===== config.mk =====
export PLATFORM = sky130hd
export DESIGN_NAME = bg_scroll_animator
export DESIGN_NICKNAME = d
export VERILOG_FILES = /design/src/rtl/bsa_pkg.sv /design/src/rtl/bg_scroll_animator.sv /design/src/rtl/bsa_step_unit.sv
export SDC_FILE = /design/constraint.sdc
export NUM_CORES = 1
export LEC_CHECK = 0
export BUFFER_PORTS_ARGS = -buffer_cell sky130_fd_sc_hd__buf_2
export CORE_MARGIN = 2
export CORE_UTILIZATION = 44
export CTS_BUF_LIST = sky130_fd_sc_hd__clkbuf_4 sky130_fd_sc_hd__clkbuf_8 sky130_fd_sc_hd__clkbuf_16
export DETAILED_ROUTE_END_ITERATION = 6
export GPL_ROUTABILITY_DRIVEN = 1
export HOLD_SLACK_MARGIN = 0.08
export SLEW_MARGIN = 20
export SYNTH_ARGS = -nofsm -noshare
export SYNTH_HDL_FRONTEND = slang
export SYNTH_SLANG_ARGS = --single-unit

===== constraint.sdc =====
create_clock -name clk -period 21.2 [get_ports clk]
set_input_delay 2.12 -clock clk [delete_from_list [all_inputs] [get_ports clk]]
set_output_delay 2.12 -clock clk [all_outputs]
set_load 0.02 [all_outputs]

===== src/rtl/bsa_pkg.sv =====
// Shared types and constants of the background scroll animator.
package bsa_pkg;

  localparam int WORD_W  = 32;
  localparam int SPEED_W = 26;
  localparam int DIST_W  = 9;
  localparam int CMD_W   = 2;
  localparam int LAYER_W = 2;
  localparam int CHAN_W  = 3;

  // backgrounds per axis; the layer and channel fields are sized for four
  localparam int LAYERS  = 4;

  localparam logic [CMD_W-1:0] CMD_RESET = 2'd0;
  localparam logic [CMD_W-1:0] CMD_START = 2'd1;
  localparam logic [CMD_W-1:0] CMD_SNAP  = 2'd2;
  localparam logic [CMD_W-1:0] CMD_TICK  = 2'd3;

  // integer bits kept when an idle channel is started
  localparam logic [DIST_W-1:0] INT_KEEP = 9'h1FF;

  typedef struct packed {
    logic              active;
    logic [WORD_W-1:0] step;
    logic [WORD_W-1:0] goal;
    logic [WORD_W-1:0] position;
  } chan_t;

  typedef struct packed {
    logic [CMD_W-1:0]  cmd;
    logic              hit;    // start addresses this channel with a nonzero speed
    logic [WORD_W-1:0] speed;
    logic [DIST_W-1:0] span;
  } chan_op_t;

endpackage


===== src/rtl/bg_scroll_animator.sv =====
// Top level: channel state, command sequencer and result register.
//
//   port group | dir | meaning
//   in_*       | in  | one command beat: command, layer, speeds, distances
//   out_*      | out | one report beat per channel: channel, offset, running, last
//
// A command is taken on one edge, then walks the 2*LAYERS channels (8 at the default)
// one per cycle while out_* does not stall, through the shared step unit, which updates
// that channel and loads the result register. The next command is taken in the cycle
// after the last channel is loaded; in_stall holds off new commands during the walk.
// rst_n is synchronous and clears every channel and the sequencer.
// A stall on out_* holds the walk on the current channel until the beat is taken.
module bg_scroll_animator #(
  parameter int FRACTION_BITS = 16
) (
  input  logic                                clk,
  input  logic                                rst_n,
  input  logic                                in_valid,
  output logic                                in_stall,
  input  logic [bsa_pkg::CMD_W-1:0]           in_command,
  input  logic [bsa_pkg::LAYER_W-1:0]         in_layer,
  input  logic signed [bsa_pkg::SPEED_W-1:0]  in_x_speed,
  input  logic signed [bsa_pkg::SPEED_W-1:0]  in_y_speed,
  input  logic [bsa_pkg::DIST_W-1:0]          in_x_distance,
  input  logic [bsa_pkg::DIST_W-1:0]          in_y_distance,
  output logic                                out_valid,
  input  logic                                out_stall,
  output logic [bsa_pkg::CHAN_W-1:0]          out_channel,
  output logic signed [bsa_pkg::WORD_W-1:0]   out_offset,
  output logic                                out_running,
  output logic                                out_last
);

  localparam int CH = 2 * bsa_pkg::LAYERS;
  localparam int CW = $clog2(CH);
  localparam logic [CW-1:0] LAST_CH = CW'(CH - 1);
  localparam logic [CW-1:0] Y_BASE  = CW'(bsa_pkg::LAYERS);

  logic                                busy_r;
  logic [CW-1:0]                       ch_r;
  logic [bsa_pkg::CMD_W-1:0]           cmd_r;
  logic [bsa_pkg::LAYER_W-1:0]         layer_r;
  logic signed [bsa_pkg::SPEED_W-1:0]  x_speed_r;
  logic signed [bsa_pkg::SPEED_W-1:0]  y_speed_r;
  logic [bsa_pkg::DIST_W-1:0]          x_dist_r;
  logic [bsa_pkg::DIST_W-1:0]          y_dist_r;

  logic [CH-1:0]               active_r;
  logic [bsa_pkg::WORD_W-1:0]  step_r [CH];
  logic [bsa_pkg::WORD_W-1:0]  goal_r [CH];
  logic [bsa_pkg::WORD_W-1:0]  pos_r  [CH];

  logic                        out_valid_r;
  logic [bsa_pkg::CHAN_W-1:0]  out_channel_r;
  logic [bsa_pkg::WORD_W-1:0]  out_offset_r;
  logic                        out_running_r;
  logic                        out_last_r;

  logic                        accept;
  logic                        advance;
  logic                        is_y;
  logic [CW-1:0]               ch_layer;
  logic [bsa_pkg::WORD_W-1:0]  sel_speed;
  bsa_pkg::chan_op_t           op;
  bsa_pkg::chan_t              cur;
  bsa_pkg::chan_t              upd;

  assign in_stall = busy_r;
  assign accept   = in_valid && !busy_r;
  assign advance  = busy_r && (!out_valid_r || !out_stall);

  assign is_y      = (ch_r >= Y_BASE);
  assign ch_layer  = is_y ? (ch_r - Y_BASE) : ch_r;
  assign sel_speed = is_y ? bsa_pkg::WORD_W'(y_speed_r) : bsa_pkg::WORD_W'(x_speed_r);

  always_comb begin
    op.cmd   = cmd_r;
    op.speed = sel_speed;
    op.span  = is_y ? y_dist_r : x_dist_r;
    // a layer number at or above LAYERS never matches a channel
    op.hit   = (cmd_r == bsa_pkg::CMD_START) && (sel_speed != '0) &&
               (4'(ch_layer) == 4'(layer_r));
  end

  always_comb begin
    cur.active   = active_r[ch_r];
    cur.step     = step_r[ch_r];
    cur.goal     = goal_r[ch_r];
    cur.position = pos_r[ch_r];
  end

  bsa_step_unit #(
    .FRACTION_BITS (FRACTION_BITS)
  ) u_step (
    .op  (op),
    .cur (cur),
    .nxt (upd)
  );

  // sequencer
  always_ff @(posedge clk) begin
    if (!rst_n) begin
      busy_r <= 1'b0;
      ch_r   <= '0;
    end else if (accept) begin
      busy_r <= 1'b1;
      ch_r   <= '0;
    end else if (advance) begin
      if (ch_r == LAST_CH) begin
        busy_r <= 1'b0;
      end else begin
        ch_r <= ch_r + CW'(1);
      end
    end
  end

  always_ff @(posedge clk) begin
    if (accept) begin
      cmd_r     <= in_command;
      layer_r   <= in_layer;
      x_speed_r <= in_x_speed;
      y_speed_r <= in_y_speed;
      x_dist_r  <= in_x_distance;
      y_dist_r  <= in_y_distance;
    end
  end

  // channel state
  always_ff @(posedge clk) begin
    if (!rst_n) begin
      active_r <= '0;
      for (int i = 0; i < CH; i++) begin
        step_r[i] <= '0;
        goal_r[i] <= '0;
        pos_r[i]  <= '0;
      end
    end else if (advance) begin
      active_r[ch_r] <= upd.active;
      step_r[ch_r]   <= upd.step;
      goal_r[ch_r]   <= upd.goal;
      pos_r[ch_r]    <= upd.position;
    end
  end

  // result register
  always_ff @(posedge clk) begin
    if (!rst_n) begin
      out_valid_r <= 1'b0;
    end else if (advance) begin
      out_valid_r <= 1'b1;
    end else if (!out_stall) begin
      out_valid_r <= 1'b0;
    end
  end

  always_ff @(posedge clk) begin
    if (advance) begin
      out_channel_r <= bsa_pkg::CHAN_W'(ch_r);
      out_offset_r  <= upd.position;
      out_running_r <= upd.active;
      out_last_r    <= (ch_r == LAST_CH);
    end
  end

  assign out_valid   = out_valid_r;
  assign out_channel = out_channel_r;
  assign out_offset  = out_offset_r;
  assign out_running = out_running_r;
  assign out_last    = out_last_r;

  a_accept_starts: assert property (@(posedge clk) disable iff (!rst_n)
    accept |=> busy_r && (ch_r == '0))
    else $error("walk did not start at channel zero");

  a_last_ends: assert property (@(posedge clk) disable iff (!rst_n)
    advance && (ch_r == LAST_CH) |=> !busy_r && out_valid_r && out_last_r)
    else $error("walk did not end after the last channel");

  a_reset_clears: assert property (@(posedge clk) disable iff (!rst_n)
    advance && (cmd_r == bsa_pkg::CMD_RESET) && (ch_r == LAST_CH) |=> active_r == '0)
    else $error("reset command left a channel running");

  a_snap_stops: assert property (@(posedge clk) disable iff (!rst_n)
    advance && (cmd_r == bsa_pkg::CMD_SNAP) |=> !out_running_r)
    else $error("snap left a channel running");

endmodule


===== src/rtl/bsa_step_unit.sv =====
// Shared adder and compare that update one scroll channel per cycle while the walk is not stalled.
module bsa_step_unit #(
  parameter int FRACTION_BITS = 16
) (
  input  bsa_pkg::chan_op_t op,
  input  bsa_pkg::chan_t    cur,
  output bsa_pkg::chan_t    nxt
);

  localparam logic [bsa_pkg::WORD_W-1:0] INT_MASK =
    {{(bsa_pkg::WORD_W-bsa_pkg::DIST_W){1'b0}}, bsa_pkg::INT_KEEP} << FRACTION_BITS;

  logic [bsa_pkg::WORD_W-1:0] add_a;
  logic [bsa_pkg::WORD_W-1:0] add_b;
  logic                       add_sub;
  logic [bsa_pkg::WORD_W-1:0] sum;
  logic [bsa_pkg::WORD_W-1:0] start_base;
  logic [bsa_pkg::WORD_W-1:0] dist_fx;
  logic                       step_pos;
  logic                       stop;

  assign dist_fx    = {{(bsa_pkg::WORD_W-bsa_pkg::DIST_W){1'b0}}, op.span} << FRACTION_BITS;
  assign start_base = cur.active ? cur.goal : (cur.position & INT_MASK);

  // one adder: offset plus speed on a tick, base plus or minus distance on a start
  always_comb begin
    if (op.cmd == bsa_pkg::CMD_TICK) begin
      add_a   = cur.position;
      add_b   = cur.step;
      add_sub = 1'b0;
    end else begin
      add_a   = start_base;
      add_b   = dist_fx;
      add_sub = op.speed[bsa_pkg::WORD_W-1];
    end
  end

  assign sum = add_a + (add_sub ? ~add_b : add_b) + {{(bsa_pkg::WORD_W-1){1'b0}}, add_sub};

  assign step_pos = (cur.step != '0) && !cur.step[bsa_pkg::WORD_W-1];
  assign stop = (step_pos && ($signed(sum) >= $signed(cur.goal))) ||
                (cur.step[bsa_pkg::WORD_W-1] && ($signed(cur.goal) >= $signed(sum)));

  always_comb begin
    nxt = cur;
    case (op.cmd)
      bsa_pkg::CMD_RESET: begin
        nxt = '0;
      end
      bsa_pkg::CMD_START: begin
        if (op.hit) begin
          nxt.step     = op.speed;
          nxt.goal     = sum;
          nxt.active   = 1'b1;
          nxt.position = cur.active ? cur.position : start_base;
        end
      end
      bsa_pkg::CMD_SNAP: begin
        if (cur.active) begin
          nxt.position = cur.goal;
          nxt.active   = 1'b0;
        end
      end
      bsa_pkg::CMD_TICK: begin
        if (cur.active) begin
          nxt.position = stop ? cur.goal : sum;
          nxt.active   = !stop;
        end
      end
      default: begin
        nxt = cur;
      end
    endcase
  end

endmodule

==> flow_metrics.env, run 1 <==
export IMPL_grt_setup_unrepaired="no"
export IMPL_min_path_cells=2
export IMPL_startpoint_type="flip-flop"
export IMPL_synthesis_instances=3220
export IMPL_synth_main_ff_cell="sky130_fd_sc_hd__edfxtp_1"
export IMPL_synth_lib_cells_used_distinct=88
export IMPL_global_route_wire_length_before_repair_mm=192.4
export IMPL_antenna_found_initial=1
export IMPL_layout_area_overhead_vs_synth_pct=11.58
export IMPL_share_of_total_power_in_sequential_cells_pct=48.1
export IMPL_max_clock_freq_mhz=106.8
export IMPL_p_sw_mw=1.120
export IMPL_report_final_slew_viol_count=0
export IMPL_cts_root_buf="sky130_fd_sc_hd__clkbuf_16"
export IMPL_gp_congestion=0.9481
export IMPL_yosysWarnings=0
export IMPL_globalRoute_totalOverflow=0
export IMPL_internal_power_mw=3.148
export IMPL_cts_buffers_inserted=90
export IMPL_min_period_over_period_pct=44.18
export IMPL_yosysTopAreaCell="sky130_fd_sc_hd__edfxtp_1"
export IMPL_path_clk_slew_ns=0.06
export IMPL_num_io_pins=117
export IMPL_viasPerCell=6.183
export IMPL_worstPathRequired_ns=21.57
export IMPL_worst_slew_margin_rel_pct=19.97
export IMPL_vias_after_detailed_routing=28622
export IMPL_cpMostUsedCell="sky130_fd_sc_hd__buf_4"
export IMPL_tritoncts="yes"
export IMPL_critical_path_cell_count=28
export IMPL_rrSetupSlack_ns=11.83
export IMPL_power_density_nw_per_um2=89.15
export IMPL_gr_usage_all_layers_pct=26.34
export IMPL_post_synth_top_count_cell="sky130_fd_sc_hd__edfxtp_1"
export IMPL_seq_area_sq_um=26730
export IMPL_drt_antenna_violating_nets=0
export IMPL_die_y_um=316.3
export IMPL_drc=0
export IMPL_synthesis_area_per_instance_sq_um=13.32
export IMPL_cts_num_sinks=895
export IMPL_synth_top_area_share_pct=61.52
export IMPL_fin_setup_tns_ns=0
export IMPL_placeableCoreArea_sq_um=96710
export IMPL_timing_clock_skew_ns=0.02808
export IMPL_comb_power_share_pct=14.1
export IMPL_final_period_minus_worst_setup_slack_ns=9.365
export IMPL_post_cts_resized_instances=0
export IMPL_cts_max_path_buffers=3
export IMPL_multi_input_gate_area_sq_um=15100
export IMPL_num_fill_cells=8404
export IMPL_postSynthRegisterBits=895
export IMPL_syn_nets=3363
export IMPL_cts_hold_buffers_added=0
export IMPL_timing_final_setup_violations=0
export IMPL_power_clock_fraction_pct=37.8
export IMPL_drive_gt1_share_pct=19.33
export IMPL_total_power_mw=4.268
export IMPL_r2r_worst_path_cells=28
export IMPL_ir_worst_vdd_uv=86.15
export IMPL_drv_max_cap_violation_count=0
export IMPL_number_of_global_route_vias_before_repair=28842
export IMPL_place_hpwl_mm=78.70
export IMPL_total_leakage_power_nw=16.38
export IMPL_routed_wl_mm=132.0
export IMPL_power_switching_share_pct=26.24
export IMPL_cp_data_arrival_time_ns=9.73
export IMPL_post_cts_repair_setup_buffers=0
export IMPL_first_drt_iteration_drcs=3499
export IMPL_die_wd_um=316.3
export IMPL_worst_path_max_fanout=65
export IMPL_post_synth_main_area_contributors="sky130_fd_sc_hd__edfxtp_1 (62%), sky130_fd_sc_hd__mux4_2 (9.8%), sky130_fd_sc_hd__nor2_1 (6.6%)"
export IMPL_end_kind="flip-flop"
export IMPL_critical_path_class="reg2reg"
export IMPL_worstHoldPathType="reg2reg"
export IMPL_antenna_diode_count=0
export IMPL_numPortBuffers=116
export IMPL_initial_core_util_pct=44.36
export IMPL_run_status="finished clean"
export IMPL_synth_edf_count=879
export IMPL_finalNetCount=3420
export IMPL_drt_pass1_iterations=6
export IMPL_grt_start_max_net_pins=90
export IMPL_core_rowCount=114
export IMPL_synth_top_cells_by_count="sky130_fd_sc_hd__edfxtp_1 (879), sky130_fd_sc_hd__nor2_1 (759), sky130_fd_sc_hd__mux4_2 (186)"
export IMPL_tightestPinTransition_ns=1.200
export IMPL_htree_num_levels=3
export IMPL_synth_seq_area_share_pct=62.27
export IMPL_async_reset_ff_share_pct=0
export IMPL_timing_final_hold_violations=0
export IMPL_crit_path_top_delay_cell="sky130_fd_sc_hd__o41ai_1"
export IMPL_worst_path_buf_inv=6
export IMPL_floorplan_die_area_sq_um=100000
export IMPL_netlist_area_sq_um=42900
export IMPL_critPathTopFamily="compound AO/OA/AOI/OAI gates"
export IMPL_clk_insertion_delay_late_ns=0.67
export IMPL_critical_path_max_stage_delay_ns=0.83
export IMPL_wire_per_inst_um=28.52
-- metrics by stage --
stage	cell area (sq um)	util [%]	hold slack [ns]	instances	setup slack [ns]
after floorplan	42900	-	0.4348	3220	10.06
after global placement	44850	46.38	0.4564	4455	12.00
after detailed placement	44860	46.39	0.4687	4456	11.92
after CTS	47840	49.47	0.4784	4624	11.89
after global routing	47870	49.50	0.4911	4629	11.42
final	47870	49.50	0.4784	4629	11.83
-- registers in the layout, summed over array words and instances, names as in the netlist, named ones only --
register     cells
in_stall         1
x_dist_r         9
step_r         256
out_running      1
x_speed_r       26
out_channel      3
y_dist_r         9
ch_r             3
y_speed_r       26
active_r         8
out_offset      32
pos_r          256
out_valid        1
layer_r          2
out_last         1
goal_r         256
cmd_r            2
-- worst reg2reg max path, delay by kind of cell (launching register included) --
kind	cells	cell delay [ns]
flops	1	0.78
mux	3	0.93
xor+xnor	1	0.26
simple gates	4	0.35
buf+inv	6	2.17
fa+ha+maj	2	0.73
compound gates	12	3.86
-- cell type report --
cell class                 count  area share, %
tap                         1276          3.335
inverter                      85         0.6665
clock inverter                52          1.032
sequential                   895          55.83
timing repair buffer         192          2.405
multi-input combinational   2013          31.54
clock buffer                 116          5.188
-- placed cells by master, fill, tap and decap left out, types with 13 or more instances in the layout --
master	Yosys	layout
sky130_fd_sc_hd__nor2_1	759	757
sky130_fd_sc_hd__mux2i_1	106	104
sky130_fd_sc_hd__buf_2	39	117
sky130_fd_sc_hd__inv_1	84	82
sky130_fd_sc_hd__nor4_1	23	23
sky130_fd_sc_hd__mux2_2	49	49
sky130_fd_sc_hd__nor2b_1	50	49
sky130_fd_sc_hd__xor2_1	18	18
sky130_fd_sc_hd__nand3_1	16	16
sky130_fd_sc_hd__ha_1	64	64
sky130_fd_sc_hd__o22a_1	27	27
sky130_fd_sc_hd__xnor2_1	21	21
sky130_fd_sc_hd__o22ai_1	26	26
sky130_fd_sc_hd__a21o_1	16	16
sky130_fd_sc_hd__nand4_1	18	18
sky130_fd_sc_hd__a22oi_1	15	15
sky130_fd_sc_hd__nand2_1	84	84
sky130_fd_sc_hd__edfxtp_1	879	879
sky130_fd_sc_hd__a21oi_1	150	149
sky130_fd_sc_hd__a31oi_1	13	13
sky130_fd_sc_hd__clkinv_1	1	25
sky130_fd_sc_hd__mux4_2	186	186
sky130_fd_sc_hd__buf_4	1	70
sky130_fd_sc_hd__clkbuf_16	0	91
sky130_fd_sc_hd__nor3_1	52	51
sky130_fd_sc_hd__clkbuf_4	0	22
sky130_fd_sc_hd__o31ai_1	26	24
sky130_fd_sc_hd__o21ai_0	66	59
-- routing by layer --
layer | vias to the layer above | track usage, % | routed length [um]
li1 | 12265 | - | -
met1 | 14591 | 37.25 | 53830
met2 | 1535 | 41.76 | 61900
met3 | 231 | 4.650 | 12400
met4 | 0 | 8.212 | 3887
met5 | - | 0 | 0
-- worst paths after layout --
kind / start / end
worst min register to register: active_r[0] / active_r[0]
worst max-delay path: flip-flop / pos_r[1][4]
worst max register to register: flip-flop / pos_r[1][4]
worst min-delay path: active_r[0] / active_r[0]
-- power groups by stage --
stage          logic (mW)  registers (mW)  clock network, mW
2_1_floorplan       0.377            2.10                  0
3_3_place_gp        0.587            2.09                  0
3_5_place_dp        0.588            2.09                  0
4_1_cts             0.591            2.05               1.63
5_1_grt             0.639            2.06               1.70
6_report            0.600            2.05               1.61
-- logic make-up after synthesis --
group                      count (synthesis)  synth area share [%]
AOI/OAI and AO/OA                        474                 7.553
adders and majority gates                 65                 1.913
DFF                                      895                 62.27
buffers and inverters                    312                 2.960
muxes                                    341                 13.52
and+or+nand+nor                         1094                 10.99
xor gates and xnor gates                  39                0.7962
Note: power is estimated with default switching activity, not from simulation.
==> run 2, diff against run 1 <==
==> constraint.sdc (replaced) <==
create_clock -name clk -period 8.5 [get_ports clk]
set_input_delay 0.85 -clock clk [delete_from_list [all_inputs] [get_ports clk]]
set_output_delay 0.85 -clock clk [all_outputs]
set_load 0.02 [all_outputs]
==> run 2 against run 1 <==
Critical path depth down 3. First-iteration DRC count down 2.6%. Routed wire length shrank 0.40%. Non-clock buffer count grew 74. Via count up 0.84%. Global-route usage decreased by 0.15 points. Sequential power rose by 150%. Combinational power increased to 2.6 times the previous value. Critical path type unchanged. Sequential cell count is the same. Power up 150%.
==> flow_metrics.env, run 2 (synthesis results as in run 1) <==
export IMPL_layout_cells_most_common="sky130_fd_sc_hd__edfxtp_1"
export IMPL_globalRouteMet2Util_pct=42.05
export IMPL_worstSetupEndpoint="pos_r[7][4]"
export IMPL_grt_start_max_net_pins=76
export IMPL_place_detailed_instances=4532
export IMPL_timing_clock_skew_ns=0.02288
export IMPL_routed_wl_mm=131.5
export IMPL_drt_pass1_iterations=6
export IMPL_cts_max_path_buffers=3
export IMPL_place_hpwl_mm=80.74
export IMPL_initial_core_util_pct=44.36
export IMPL_finalNetCount=3494
export IMPL_power_density_nw_per_um2=219.5
export IMPL_path_clk_slew_ns=0.06
export IMPL_drc=0
export IMPL_clk_insertion_delay_late_ns=0.67
export IMPL_gr_max_usage_layer="met2"
export IMPL_worst_path_max_fanout=30
export IMPL_report_final_slew_viol_count=0
export IMPL_numPortBuffers=116
export IMPL_end_kind="flip-flop"
export IMPL_reg_top3="goal_r x256, pos_r x256, step_r x256"
export IMPL_rr_endpoint="pos_r[7][4]"
export IMPL_worstHoldPathType="in2reg"
export IMPL_critical_path_max_stage_delay_ns=0.77
export IMPL_worstPathRequired_ns=8.87
export IMPL_die_wd_um=316.3
export IMPL_antenna_found_initial=4
export IMPL_final_period_minus_worst_setup_slack_ns=8.178
export IMPL_worst_slew_margin_rel_pct=26.83
export IMPL_viasPerCell=6.150
export IMPL_commonest_non_fill_non_tap_cells_in_the_layout="sky130_fd_sc_hd__edfxtp_1 (879), sky130_fd_sc_hd__nor2_1 (757), sky130_fd_sc_hd__mux4_2 (186)"
export IMPL_num_io_pins=117
export IMPL_global_route_usage_met3_pct=4.500
export IMPL_crit_path_top_delay_cell="sky130_fd_sc_hd__dfxtp_4"
export IMPL_die_y_um=316.3
export IMPL_drv_max_cap_violation_count=0
export IMPL_gp_congestion=0.9786
export IMPL_timing_final_setup_violations=0
export IMPL_layout_area_overhead_vs_synth_pct=13.15
export IMPL_rrSetupSlack_ns=0.32
export IMPL_ir_worst_vdd_uv=175.6
export IMPL_startpoint_type="flip-flop"
export IMPL_antenna_diode_count=0
export IMPL_core_rowCount=114
export IMPL_gr_usage_all_layers_pct=26.19
export IMPL_floorplan_die_area_sq_um=100000
export IMPL_global_route_wire_length_before_repair_mm=192.4
export IMPL_num_fill_cells=8242
export IMPL_drt_antenna_violating_nets=0
export IMPL_run_status="finished clean"
export IMPL_wire_per_inst_um=28.02
export IMPL_placeableCoreArea_sq_um=96710
export IMPL_drive_gt1_share_pct=21.10
export IMPL_cts_root_buf="sky130_fd_sc_hd__clkbuf_16"
export IMPL_max_clock_freq_mhz=122.3
export IMPL_cts_num_sinks=895
export IMPL_grt_setup_unrepaired="no"
export IMPL_total_leakage_power_nw=16.76
export IMPL_min_period_over_period_pct=96.22
export IMPL_cts_buffers_inserted=90
export IMPL_tightestPinTransition_ns=1.098
export IMPL_first_drt_iteration_drcs=3408
export IMPL_tritoncts="yes"
export IMPL_cts_hold_buffers_added=0
export IMPL_total_power_mw=10.65
export IMPL_globalRoute_totalOverflow=0
export IMPL_global_route_usage_met1_pct=36.72
export IMPL_vias_after_detailed_routing=28861
export IMPL_htree_num_levels=3
export IMPL_r2r_worst_path_cells=25
export IMPL_timing_final_hold_violations=0
export IMPL_critical_path_class="reg2reg"
export IMPL_final_instance_count_excl_fill=4693
export IMPL_number_of_global_route_vias_before_repair=29467
export IMPL_cp_data_arrival_time_ns=8.55
[run 2: worst min-delay path by stage]
| stage | start | end | slack (ns) | depth (start not counted) |
|---|---|---|---|---|
| 6_report | in_y_speed[23] | y_speed_r[23] | 0.35 | 1 |
| 4_1_cts | in_y_speed[23] | y_speed_r[23] | 0.32 | 1 |
| 5_1_grt | in_x_speed[13] | x_speed_r[13] | 0.32 | 1 |
| 3_3_place_gp | active_r[4] | active_r[4] | 0.46 | 2 |
| 2_1_floorplan | ch_r[0] | out_channel[0] | 0.43 | 0 |
| 3_5_place_dp | active_r[5] | active_r[5] | 0.46 | 2 |
[run 2: layer usage]
metal  vias up  share of wire [%]
met2      1605                 47
met4         6                2.9
li1      12381                  -
met5         -              0.023
met1     14648                 40
met3       221                9.6
[run 2: stage by stage]
step / worst slack [ns] / hold slack [ns] / area (sq um) / util [%] / TNS [ns]
after CTS: 0.1251 / 0.3156 / 48480 / 50.13 / 0
after detailed placement: 0.2133 / 0.4630 / 45530 / 47.08 / 0
after floorplan: -1.091 / 0.4348 / 42910 / - / -527.20
final: 0.3216 / 0.3525 / 48540 / 50.20 / 0
after global routing: 0.004545 / 0.3244 / 48540 / 50.20 / 0
after global placement: 0.4418 / 0.4572 / 45500 / 47.04 / 0
[run 2: worst max-delay path: cells and delay by family, from the launching register on]
kind	cells	cell delay (ns)
and+or+nand+nor	5	0.80
buffers and inverters	3	1.03
muxes	3	1.24
adders and majority gates	2	0.88
AOI/OAI and AO/OA	11	2.74
DFF	1	0.77
xor gates and xnor gates	1	0.39
[run 2: final cells by class]
type,count,area [sq um],area share (%)
clock buffers,110,2415,4.974
clock inverters,48,539.3,1.111
inverters,85,319.1,0.6572
multi-input cells,2013,15100,31.10
flip-flops and latches,895,26730,55.06
well taps,1276,1597,3.289
repair buffers,266,1847,3.804
[run 2: report_power, final]
group	internal, mW	switching [mW]
clock network	2.27	1.70
registers	5.05	0.0732
logic	0.538	1.02
total	7.86	2.80
[run 2: repair_timing]
action                                  4_1_cts  5_1_grt
buffers inserted                              0        3
resized for setup                             0        1
endpoints found under the setup margin        0      234
